File: src/sv/watchdog_timeout_select_unit_assert.svh
// Assertion macros for the watchdog timeout select unit.
// Included by watchdog_timeout_select_unit.sv; no other dependencies.
`ifndef WATCHDOG_TIMEOUT_SELECT_UNIT_ASSERT_SVH
`define WATCHDOG_TIMEOUT_SELECT_UNIT_ASSERT_SVH
`ifndef SYNTHESIS
`define WTS_ASSERT(label, clk, rst, prop, msg) \
   label: assert property (@(posedge clk) disable iff (rst) prop) else $error(msg);
`define WTS_ASSERT_ALWAYS(label, clk, prop, msg) \
   label: assert property (@(posedge clk) prop) else $error(msg);
`else
`define WTS_ASSERT(label, clk, rst, prop, msg)
`define WTS_ASSERT_ALWAYS(label, clk, prop, msg)
`endif
`endif

File: src/sv/wts_pkg.sv
// Shared types, constants and functions of the watchdog timeout select unit.
// No dependencies.
`default_nettype none
package wts_pkg;
   localparam int unsigned NumDividers = 6;
   localparam int unsigned NumPeriods  = 4;
   localparam int unsigned TblDepth    = 16;   // distinct exponents 12..27
   localparam int unsigned NumBits     = 37;   // width of 1000 * 2^27
   localparam int unsigned TblFirstStep = 22;  // step that yields 1000*2^12/clk
   localparam logic [NumBits-1:0] Numer = NumBits'(1000) << 27;
   localparam logic [29:0] ClockReset = 30'd50000000;

   localparam logic [3:0] DivCode4    = 4'd1;
   localparam logic [3:0] DivCode64   = 4'd4;
   localparam logic [3:0] DivCode128  = 4'd15;
   localparam logic [3:0] DivCode512  = 4'd6;
   localparam logic [3:0] DivCode2048 = 4'd7;
   localparam logic [3:0] DivCode8192 = 4'd8;

   typedef logic [TblDepth-1:0][31:0] tbl_type;

   typedef struct packed {
      logic [31:0] req;
      logic [31:0] best;
      logic [2:0]  bd;
      logic [1:0]  bp;
   } search_type;

   function automatic logic [3:0] div_code(input logic [2:0] d);
      logic [3:0] c;
      unique case (d)
         3'd0:    c = DivCode4;
         3'd1:    c = DivCode64;
         3'd2:    c = DivCode128;
         3'd3:    c = DivCode512;
         3'd4:    c = DivCode2048;
         default: c = DivCode8192;
      endcase
      return c;
   endfunction

   // log2 of divider and of period, minus the table base exponent 12
   function automatic logic [3:0] pair_index(input logic [2:0] d, input logic [1:0] p);
      logic [4:0] dl;
      logic [4:0] pl;
      unique case (d)
         3'd0:    dl = 5'd2;
         3'd1:    dl = 5'd6;
         3'd2:    dl = 5'd7;
         3'd3:    dl = 5'd9;
         3'd4:    dl = 5'd11;
         default: dl = 5'd13;
      endcase
      unique case (p)
         2'd0:    pl = 5'd10;
         2'd1:    pl = 5'd12;
         2'd2:    pl = 5'd13;
         default: pl = 5'd14;
      endcase
      return 4'(dl + pl - 5'd12);
   endfunction
endpackage
`default_nettype wire

File: src/sv/wts_divider.sv
// Clock register and bit-serial divider that fills the table of
// floor(1000 * 2^k / clock_hz), k = 12..27. Depends on wts_pkg.
`default_nettype none
module wts_divider (
   input  wire logic              clock,
   input  wire logic              reset,
   input  wire logic              csr_wr_en,
   input  wire logic [29:0]       csr_wr_data,
   output logic                   busy,
   output logic                   clk_zero,
   output wts_pkg::tbl_type       tbl
);
   logic [29:0] clk_ff;
   logic        busy_ff;
   logic [5:0]  cnt_ff;
   logic [29:0] rem_ff;
   logic [31:0] quo_ff;
   wts_pkg::tbl_type tbl_ff;

   logic [5:0]  step_in;
   logic [30:0] r2;
   logic        take;
   logic [29:0] rem_in;
   logic [31:0] quo_in;
   logic [5:0]  slot;

   always_comb begin
      step_in = cnt_ff + 6'd1;
      r2      = {rem_ff, wts_pkg::Numer[6'(wts_pkg::NumBits - 1) - cnt_ff]};
      take    = r2 >= {1'b0, clk_ff};
      rem_in  = take ? 30'(r2 - {1'b0, clk_ff}) : r2[29:0];
      quo_in  = {quo_ff[30:0], take};
      slot    = step_in - 6'(wts_pkg::TblFirstStep);
   end

   always_ff @(posedge clock) begin
      if (reset) begin
         clk_ff  <= wts_pkg::ClockReset;
         busy_ff <= 1'b1;
         cnt_ff  <= '0;
         rem_ff  <= '0;
         quo_ff  <= '0;
      end else if (csr_wr_en) begin
         clk_ff  <= csr_wr_data;
         busy_ff <= csr_wr_data != '0;
         cnt_ff  <= '0;
         rem_ff  <= '0;
         quo_ff  <= '0;
      end else if (busy_ff) begin
         cnt_ff <= step_in;
         rem_ff <= rem_in;
         quo_ff <= quo_in;
         if (step_in >= 6'(wts_pkg::TblFirstStep)) begin
            tbl_ff[slot[3:0]] <= quo_in;
         end
         if (step_in == 6'(wts_pkg::NumBits)) begin
            busy_ff <= 1'b0;
         end
      end
   end

   assign busy     = busy_ff;
   assign clk_zero = clk_ff == '0;
   assign tbl      = tbl_ff;
endmodule
`default_nettype wire

File: src/sv/wts_search_stage.sv
// One pipeline stage of the pair search: the four periods of one divider.
// Depends on wts_pkg.
`default_nettype none
module wts_search_stage (
   input  wire logic                 clock,
   input  wire logic                 reset,
   input  wire logic [2:0]           div_index,
   input  wire wts_pkg::tbl_type     tbl,
   input  wire logic                 in_valid,
   output logic                      in_ready,
   input  wire wts_pkg::search_type  in_data,
   output logic                      out_valid,
   input  wire logic                 out_ready,
   output wts_pkg::search_type       out_data
);
   logic                valid_ff;
   wts_pkg::search_type data_ff;
   wts_pkg::search_type data_in;
   logic [31:0]         t;

   always_comb begin
      data_in = in_data;
      t       = '0;
      for (int p = 0; p < wts_pkg::NumPeriods; p++) begin
         t = tbl[wts_pkg::pair_index(div_index, 2'(p))];
         if (t >= data_in.req && (data_in.best == '0 || t < data_in.best)) begin
            data_in.best = t;
            data_in.bd   = div_index;
            data_in.bp   = 2'(p);
         end
      end
   end

   assign in_ready = !valid_ff || out_ready;

   always_ff @(posedge clock) begin
      if (reset) begin
         valid_ff <= 1'b0;
      end else if (in_ready) begin
         valid_ff <= in_valid;
      end
   end

   always_ff @(posedge clock) begin
      if (in_ready && in_valid) begin
         data_ff <= data_in;
      end
   end

   assign out_valid = valid_ff;
   assign out_data  = data_ff;
endmodule
`default_nettype wire

File: src/sv/watchdog_timeout_select_unit.sv
// Watchdog timeout select unit: picks divider and period for a requested
// timeout in ms. One request per cycle while req_ready is high; the pipe
// stalls while rsp_ready is low. Each request passes six search stages,
// one per divider, then the output register. After reset and after each
// clock_hz write, req_ready stays low while the bit-serial divider rebuilds
// its table of 16 timeouts (one quotient bit per cycle); a zero clock needs no table and answers error.
`default_nettype none
`include "watchdog_timeout_select_unit_assert.svh"
module watchdog_timeout_select_unit (
   input  wire logic        clock,
   input  wire logic        reset,
   input  wire logic        csr_wr_en,
   input  wire logic [29:0] csr_wr_data,
   input  wire logic        req_valid,
   output logic             req_ready,
   input  wire logic [31:0] req_requested_ms,
   output logic             rsp_valid,
   input  wire logic        rsp_ready,
   output logic             rsp_error,
   output logic [31:0]      rsp_achieved_ms,
   output logic [1:0]       rsp_period_code,
   output logic [3:0]       rsp_divider_code
);
   logic             busy;
   logic             clk_zero;
   wts_pkg::tbl_type tbl;

   logic                stg_valid [wts_pkg::NumDividers+1];
   logic                stg_ready [wts_pkg::NumDividers+1];
   wts_pkg::search_type stg_data  [wts_pkg::NumDividers+1];

   logic        rsp_valid_ff;
   logic        rsp_error_ff;
   logic [31:0] rsp_ms_ff;
   logic [1:0]  rsp_p_ff;
   logic [3:0]  rsp_d_ff;

   logic        rsp_error_in;
   logic [31:0] rsp_ms_in;
   logic [1:0]  rsp_p_in;
   logic [3:0]  rsp_d_in;
   wts_pkg::search_type last;

   wts_divider u_div (
      .clock, .reset, .csr_wr_en, .csr_wr_data,
      .busy, .clk_zero, .tbl
   );

   assign stg_valid[0]     = req_valid && !busy;
   assign req_ready        = stg_ready[0] && !busy;
   assign stg_data[0].req  = req_requested_ms;
   assign stg_data[0].best = '0;
   assign stg_data[0].bd   = '0;
   assign stg_data[0].bp   = '0;

   for (genvar d = 0; d < wts_pkg::NumDividers; d++) begin : g_stage
      wts_search_stage u_stage (
         .clock, .reset,
         .div_index (3'(d)),
         .tbl,
         .in_valid  (stg_valid[d]),
         .in_ready  (stg_ready[d]),
         .in_data   (stg_data[d]),
         .out_valid (stg_valid[d+1]),
         .out_ready (stg_ready[d+1]),
         .out_data  (stg_data[d+1])
      );
   end

   assign stg_ready[wts_pkg::NumDividers] = !rsp_valid_ff || rsp_ready;

   always_comb begin
      last         = stg_data[wts_pkg::NumDividers];
      rsp_error_in = clk_zero;
      rsp_ms_in    = last.best;
      rsp_p_in     = last.bp;
      rsp_d_in     = wts_pkg::div_code(last.bd);
      // nothing qualified: fall back to the largest pair
      if (last.best == '0) begin
         rsp_ms_in = tbl[wts_pkg::pair_index(3'(wts_pkg::NumDividers - 1),
                                             2'(wts_pkg::NumPeriods - 1))];
         rsp_p_in  = 2'(wts_pkg::NumPeriods - 1);
         rsp_d_in  = wts_pkg::div_code(3'(wts_pkg::NumDividers - 1));
      end
      if (clk_zero) begin
         rsp_ms_in = '0;
         rsp_p_in  = '0;
         rsp_d_in  = '0;
      end
   end

   always_ff @(posedge clock) begin
      if (reset) begin
         rsp_valid_ff <= 1'b0;
      end else if (stg_ready[wts_pkg::NumDividers]) begin
         rsp_valid_ff <= stg_valid[wts_pkg::NumDividers];
      end
   end

   always_ff @(posedge clock) begin
      if (stg_ready[wts_pkg::NumDividers] && stg_valid[wts_pkg::NumDividers]) begin
         rsp_error_ff <= rsp_error_in;
         rsp_ms_ff    <= rsp_ms_in;
         rsp_p_ff     <= rsp_p_in;
         rsp_d_ff     <= rsp_d_in;
      end
   end

   assign rsp_valid        = rsp_valid_ff;
   assign rsp_error        = rsp_error_ff;
   assign rsp_achieved_ms  = rsp_ms_ff;
   assign rsp_period_code  = rsp_p_ff;
   assign rsp_divider_code = rsp_d_ff;

   `WTS_ASSERT(a_err_zero_fields, clock, reset, rsp_valid && rsp_error |-> rsp_achieved_ms == '0 && rsp_period_code == '0 && rsp_divider_code == '0, "error response with nonzero fields")
   `WTS_ASSERT(a_csr_blocks_req, clock, reset, csr_wr_en && csr_wr_data != '0 |=> !req_ready, "request taken while table rebuilds")
   `WTS_ASSERT(a_div_code_legal, clock, reset, rsp_valid && !rsp_error |-> rsp_divider_code == wts_pkg::DivCode4 || rsp_divider_code == wts_pkg::DivCode64 || rsp_divider_code == wts_pkg::DivCode128 || rsp_divider_code == wts_pkg::DivCode512 || rsp_divider_code == wts_pkg::DivCode2048 || rsp_divider_code == wts_pkg::DivCode8192, "illegal divider code")
   `WTS_ASSERT_ALWAYS(a_reset_blocks_req, clock, reset |=> !req_ready, "request taken right after reset")
endmodule
`default_nettype wire
File: config.mk
export PLATFORM = sky130hd
export DESIGN_NAME = watchdog_timeout_select_unit
export DESIGN_NICKNAME = d
export VERILOG_FILES = /design/src/sv/wts_pkg.sv /design/src/sv/wts_divider.sv /design/src/sv/wts_search_stage.sv /design/src/sv/watchdog_timeout_select_unit.sv
export VERILOG_INCLUDE_DIRS = /design/src /design/src/sv
export SDC_FILE = /design/constraint.sdc
export NUM_CORES = 2
export LEC_CHECK = 0
export BUFFER_PORTS_ARGS = -buffer_cell sky130_fd_sc_hd__buf_2
export CORE_ASPECT_RATIO = 0.7
export CORE_UTILIZATION = 25
export CTS_BUF_LIST = sky130_fd_sc_hd__clkbuf_4 sky130_fd_sc_hd__clkbuf_8
export DETAILED_ROUTE_END_ITERATION = 10
export SLEW_MARGIN = 10
export SYNTH_ARGS = -nofsm -noshare
export SYNTH_HDL_FRONTEND = slang
export SYNTH_SLANG_ARGS = --single-unit
export TNS_END_PERCENT = 5
File: constraint.sdc
create_clock -name clock -period 16.2 [get_ports clock]
set_input_delay 3.24 -clock clock [delete_from_list [all_inputs] [get_ports clock]]
set_output_delay 3.24 -clock clock [all_outputs]
set_load 0.01 [all_outputs]
# ---- Word-level counts from Yosys, hierarchy flattened
# Memory sizes are Yosys's and may differ from the RTL's.
# Cells that the tools add are included.
dict set report op_classes {
  addsub 4
  n_lt_le_gt_ge 52
  n_eq_ne 5
  n_mux 36
  bitwise_logic 2
  reduce_logical 113
}
# op count
set op_table {}
lappend op_table {{37-bit two-way mux} 24}
lappend op_table {{32-bit greater-or-equal comparator} 24}
lappend op_table {{32-bit zero test} 24}
lappend op_table {{32-bit less-than comparator} 23}
lappend op_table {{512-bit bitwise mux} 1}
lappend op_table {{32-bit demux with 4-bit select} 1}
lappend op_table {{32-bit two-way mux} 2}
lappend op_table {{1-bit logical AND} 33}
lappend op_table {{31-bit by 30-bit greater-or-equal comparator with 1-bit output} 1}
lappend op_table {{30-bit zero test} 1}
lappend op_table {{1-bit logical OR} 30}
lappend op_table {{30-bit two-way mux} 1}
lappend op_table {{30-bit nonzero test} 1}
lappend op_table {{30-bit subtractor} 1}
lappend op_table {{4-bit case mux with 5 select lines} 1}
lappend op_table {{4-bit OR reduction} 5}
lappend op_table {{2-bit OR reduction} 8}
lappend op_table {{1-bit zero test} 8}
lappend op_table {{6-bit by 7-bit less-than comparator with 1-bit output, second input constant} 1}
lappend op_table {{6-bit by 1-bit adder with 6-bit output, second input constant} 1}
lappend op_table {{3-bit by 2-bit equality test with 1-bit output, second input constant} 2}
lappend op_table {{6-bit equality test, second input constant} 1}
lappend op_table {{6-bit by 5-bit greater-or-equal comparator with 1-bit output, second input constant} 1}
lappend op_table {{6-bit subtractor, first input constant} 1}
lappend op_table {{other kinds (12)} 16}
dict set report word_totals {
  reg_bits 1038
  rom_bits 64
  output_inout_bits 41
  n_memories 1
}
# name words word_bits read_ports rd_clocked_by_memory_dff wr line_no
set mem_list {}
lappend mem_list {{(name not given)} 64 1 1 0 0 wts_divider.sv:29} ;# r2 = {rem_ff, wts_pkg::Numer[6'(wts_pkg::NumBits - 1) - cnt_ff]};

# ---- Depth between registers and ports, before layout
dict set report logic_depth {
  word_depth 16
  ltp_mapped 63
}

# ---- By module
# A second synthesis with hierarchy kept.
dict set report hier_totals {
  hier_cells 16891
  area_unflattened_um2 157228.3
}
# module n_inst cells_each area_each_um2
set by_module_without_submodules {}
lappend by_module_without_submodules {{wts_search_stage at g_stage[2].u_stage ...} 2 2481 22750.6}
lappend by_module_without_submodules {{wts_search_stage at g_stage[5].u_stage} 1 2781 23029.6}
lappend by_module_without_submodules {{wts_search_stage at g_stage[1].u_stage} 1 2542 21908.5}
lappend by_module_without_submodules {{wts_search_stage at g_stage[4].u_stage} 1 2594 21662.0}
lappend by_module_without_submodules {wts_divider 1 1262 21478.1}
lappend by_module_without_submodules {{wts_search_stage at g_stage[0].u_stage} 1 2571 21449.3}
lappend by_module_without_submodules {watchdog_timeout_select_unit 1 179 2199.6}

# ---- Worst setup path after synthesis
# Ideal clock, no wire load.
dict set report synth_path {
  path_kind {input port to flip-flop}
  startpoint {input port req_requested_ms[21]}
  endpoint {register g_stage[0].u_stage.data_ff (netlist bit g_stage[0].u_stage.out_data[12]), data pin}
  setup_time_ns 0.264
  t_arrival_ns 12.483
  setup_slack_ns 3.453
  cell_stages 56
  path_buffers 7
  cell_sequence {inv_1 > ha_1 > a21o_1 > a21o_1 > a21oi_1 > and2_1 > or3_1 > a21o_1 > nand2_1 > clkbuf_1 > nand2_1 > ha_1 > nand4_1 > nor3_1 > nand2_1 > a2111oi_1 > o21ai_0 > a41o_1 > [... 20 more ...] > mux2i_1 > ha_1 > a21oi_1 > nor2b_1 > o21ai_0 > nand2b_1 > a21oi_1 > nor2b_1 > o21ai_0 > nand2b_1 > a21oi_1 > o21ai_0 > a31oi_1 > o21ai_0 > a22o_1 > buf_2 > buf_4 > mux2i_1}
}
# item line_no
set synth_rtl {}
lappend synth_rtl {{from (decl)} watchdog_timeout_select_unit.sv:16} ;# input wire logic [31:0] req_requested_ms,
lappend synth_rtl {{to (signal assigned)} wts_search_stage.sv:46} ;# data_ff <= data_in;
lappend synth_rtl {{to (decl)} wts_search_stage.sv:17} ;# wts_pkg::search_type data_ff;

# ---- Final worst setup path
dict set report layout_path {
  startpoint {register u_div.tbl_ff (netlist bit u_div.tbl[311])}
  endpoint {register g_stage[4].u_stage.data_ff (netlist bit g_stage[4].u_stage.out_data[2]), data pin}
}
dict set report layout_between {
  elab_chain_len 16
  elab_cells_between_ends 20
}
# item line_no
set layout_rtl {}
lappend layout_rtl {{from (decl)} wts_divider.sv:18} ;# wts_pkg::tbl_type tbl_ff;
lappend layout_rtl {{from (signal, indexed assignment)} wts_divider.sv:54} ;# tbl_ff[slot[3:0]] <= quo_in;
lappend layout_rtl {{32-bit less-than comparator} wts_search_stage.sv:26} ;# if (t >= data_in.req && (data_in.best == '0 || t < data_in.best)) begin
lappend layout_rtl {{1-bit logical OR} wts_search_stage.sv:26}
lappend layout_rtl {{1-bit logical AND} wts_search_stage.sv:26}
lappend layout_rtl {{37-bit two-way mux} wts_search_stage.sv:26}
lappend layout_rtl {{32-bit less-than comparator / 32-bit zero test (equally long branches)} wts_search_stage.sv:26}
lappend layout_rtl {{1-bit logical OR} wts_search_stage.sv:26}
lappend layout_rtl {{1-bit logical AND} wts_search_stage.sv:26}
lappend layout_rtl {{37-bit two-way mux} wts_search_stage.sv:26}
lappend layout_rtl {{32-bit less-than comparator / 32-bit zero test (equally long branches)} wts_search_stage.sv:26}
lappend layout_rtl {{1-bit logical OR} wts_search_stage.sv:26}
lappend layout_rtl {{1-bit logical AND} wts_search_stage.sv:26}
lappend layout_rtl {{37-bit two-way mux} wts_search_stage.sv:26}
lappend layout_rtl {{32-bit less-than comparator / 32-bit zero test (equally long branches)} wts_search_stage.sv:26}
lappend layout_rtl {{1-bit logical OR} wts_search_stage.sv:26}
lappend layout_rtl {{1-bit logical AND} wts_search_stage.sv:26}
lappend layout_rtl {{4-bit OR reduction (no line) *} -}
lappend layout_rtl {{to (signal assigned)} wts_search_stage.sv:46}
lappend layout_rtl {{to (decl)} wts_search_stage.sv:17}
# Every way passes the cells marked *; elsewhere a longest branch is shown, timed or not.
# A chain may end at the register's enable or synchronous reset.

==> metrics <==
initial antenna violation count=18; Lkg Pwr=0.0379 uW; Worst Tran Pin Value=1470 ps; DR iter-0 viols=7113; Starting Density=0.252; Worst Setup Path Type=reg2reg; die height=468 microns; CP Max Fanout=39; clk slew on worst S/H paths=60 ps; IR drop worst, VDD=0.0000887 V; routed wire length per instance=22.9 microns; Vias=62989; Synth area leader=edfxtp_1; clock period minus final worst setup slack=15290 ps; most frequent cell after synthesis=ha_1; Post-CTS Setup Bufs=0; Post-Route WL=282000 microns; die area=313000 sq um; routability cong.=0.964; CP startpoint kind=register; failing checks=max-capacitance violations, max-slew violations; Worst Path Arrival=16030 ps; vias in the first global route=59054; core area=308000 sq um; CTS Buffer Depth=3; Synth top area share=0.346; CTS tree=built; YS warnings=0; Residual DRC=0; CTS sink count=999; cell row count=170; Max Slew Vio Count=1; Distinct cells, synth=93; ys async rst share=0; period utilization=0.944; Layout Nets=9576; CP Capture Type=register; status=finished, violations left; Mapped Nets=9379; Syn Inst Count=7796; total of max-cap violations=1; worst min-delay path class=reg2reg; post-cts gate resize count=0; DRT Pass-1 Iters=6; # hold bufs at CTS=0; Buffers on Ports=107; Cell Pwr Density=68.3 nW/um^2; CP max-delay cell=nor4_1; Syn-to-layout area delta=12.7%; Worst path max stage delay=870 ps; sequential share of the synthesized area=0.373; RSZ-0062 raised after global routing=false; Mean Syn Cell Area=9.95 sq um; All-Layer GR Usage=0.175; Post-DRT Antenna Nets=0; first-pass GRT wire length=406000 microns; Most common cell on crit path=a21o_1; Die W=668 microns; Fin. Hold Viols=0; Core Util, Final=0.284; num ports=108; largest net degree at the start of global routing=66; Post-synth top flop=edfxtp_1; total negative slack=0 ps; Synth area leaders=edfxtp_1 35%, ha_1 24%, a21oi_1 5.1%; H-Tree Depth=4; f_max=65.4 MHz; EDFF count, synth=894; Vias/cell=5.13; clk_skew=103 ps; Detail Placement HPWL=223000 microns; Num CTS Buffers=187; CTS root buffer=clkbuf_8; layout cells sized above 1=0.0702; worst rel slew slack=-0.00352; grt ovf=0; Critical Path RT=16950 ps; top post-synthesis cells by count=1515 x ha_1, 894 x edfxtp_1, 792 x a21oi_1; cell area after synthesis=77600 sq um; Skew-Pair Late Insertion Delay=1020 ps; Yosys reg bits=999; endpoints failing setup=0
through the flow:
stage / instance area, sq um / total power (uW) / setup slack [ps] / std cells / hold slack, ps
2_1_floorplan: 77600 / 3170 / 3450 / 7796 / 426
3_3_place_gp: 83500 / 3300 / 1610 / 11932 / 430
3_5_place_dp: 83500 / 3310 / 1410 / 11932 / 432
4_1_cts: 87400 / 6000 / 1610 / 12275 / 432
5_1_grt: 87400 / 6170 / 285 / 12279 / 448
6_report: 87400 / 5970 / 915 / 12280 / 436
path summary, 6_finish.rpt:
path                                             startpoint                                      endpoint  slack, ps  cells past startpoint
setup / recovery                   u_div.tbl[311]$_DFFE_PP_  g_stage[4].u_stage.out_data[2]$_SDFFCE_PP0P_        910                     52
hold / removal    g_stage[0].u_stage.out_data[64]$_DFFE_PP_     g_stage[1].u_stage.out_data[64]$_DFFE_PP_        440                      0
setup reg to reg                   u_div.tbl[311]$_DFFE_PP_  g_stage[4].u_stage.out_data[2]$_SDFFCE_PP0P_        910                     52
hold reg to reg   g_stage[0].u_stage.out_data[64]$_DFFE_PP_     g_stage[1].u_stage.out_data[64]$_DFFE_PP_        440                      0
state kept, by name (all words and copies together), names as in the netlist:
signal and cells:
g_stage.u_stage.out_data 375, g_stage.u_stage.out_valid 6, rsp_achieved_ms 32, rsp_divider_code 4
rsp_error 1, rsp_period_code 2, rsp_valid 1, u_div.busy 1
u_div.clk_ff 30, u_div.cnt_ff 6, u_div.quo_ff 31, u_div.rem_ff 30
u_div.tbl 480
kinds of logic after synthesis:
kind of cell / share of synthesized area
buffers and inverters: 0.0473
DFF: 0.373
and+or+nand+nor: 0.121
muxes: 0.0494
AOI/OAI and AO/OA: 0.161
adders and majority gates: 0.245
xor gates and xnor gates: 0.00384
area by class of cell:
cell class | instances | area [sq um]
antenna | 5 | 12.5
clock buffer | 248 | 3100
clock inverter | 95 | 862
fill | 32355 | 220000
inverter | 783 | 2940
multi-input combinational | 5838 | 45300
sequential | 999 | 29000
tap | 4128 | 5160
timing repair buffer | 184 | 1140
cells in the final DEF (no fill, tap or decap), types with 40 or more instances in the layout:
| cell type | count |
|---|---|
| ha_1 | 1515 |
| edfxtp_1 | 894 |
| a21oi_1 | 792 |
| inv_1 | 779 |
| nor2_1 | 553 |
| o21ai_0 | 409 |
| a21o_1 | 399 |
| mux2i_1 | 368 |
| nand2_1 | 350 |
| nand4_1 | 269 |
| clkbuf_8 | 198 |
| nor4_1 | 195 |
| buf_2 | 107 |
| nor2b_1 | 104 |
| dfxtp_1 | 104 |
| nand2b_1 | 96 |
| a211oi_1 | 85 |
| nor3_1 | 84 |
| buf_4 | 75 |
| nand3_1 | 69 |
| clkbuf_4 | 50 |
| o211ai_1 | 48 |
| o21a_1 | 46 |
| clkinv_1 | 40 |
worst max-delay path, delay by kind of cell (launching register included):
family	cells	cell delay, ps
buffers and inverters	6	1650
DFF	1	630
muxes	1	160
adders and majority gates	4	1370
and+or+nand+nor	13	3690
AOI/OAI and AO/OA	28	7480
power breakdown:
part / leakage (uW) / switching (uW) / total [uW] / internal (uW)
clock: 0.00207 / 1250 / 2710 / 1450
combinational: 0.0270 / 273 / 443 / 170
sequential: 0.00881 / 20.6 / 2820 / 2800
total: 0.0379 / 1550 / 5970 / 4420
metal layers:
metal / track usage / vias to the layer above / wire, microns
li1: - / 29782 / -
met1: 0.263 / 29958 / 134000
met2: 0.237 / 2875 / 108000
met3: 0.0565 / 354 / 33500
met4: 0.0384 / 20 / 5890
met5: 0 / - / 130
Power figures use the tool's default switching activity.
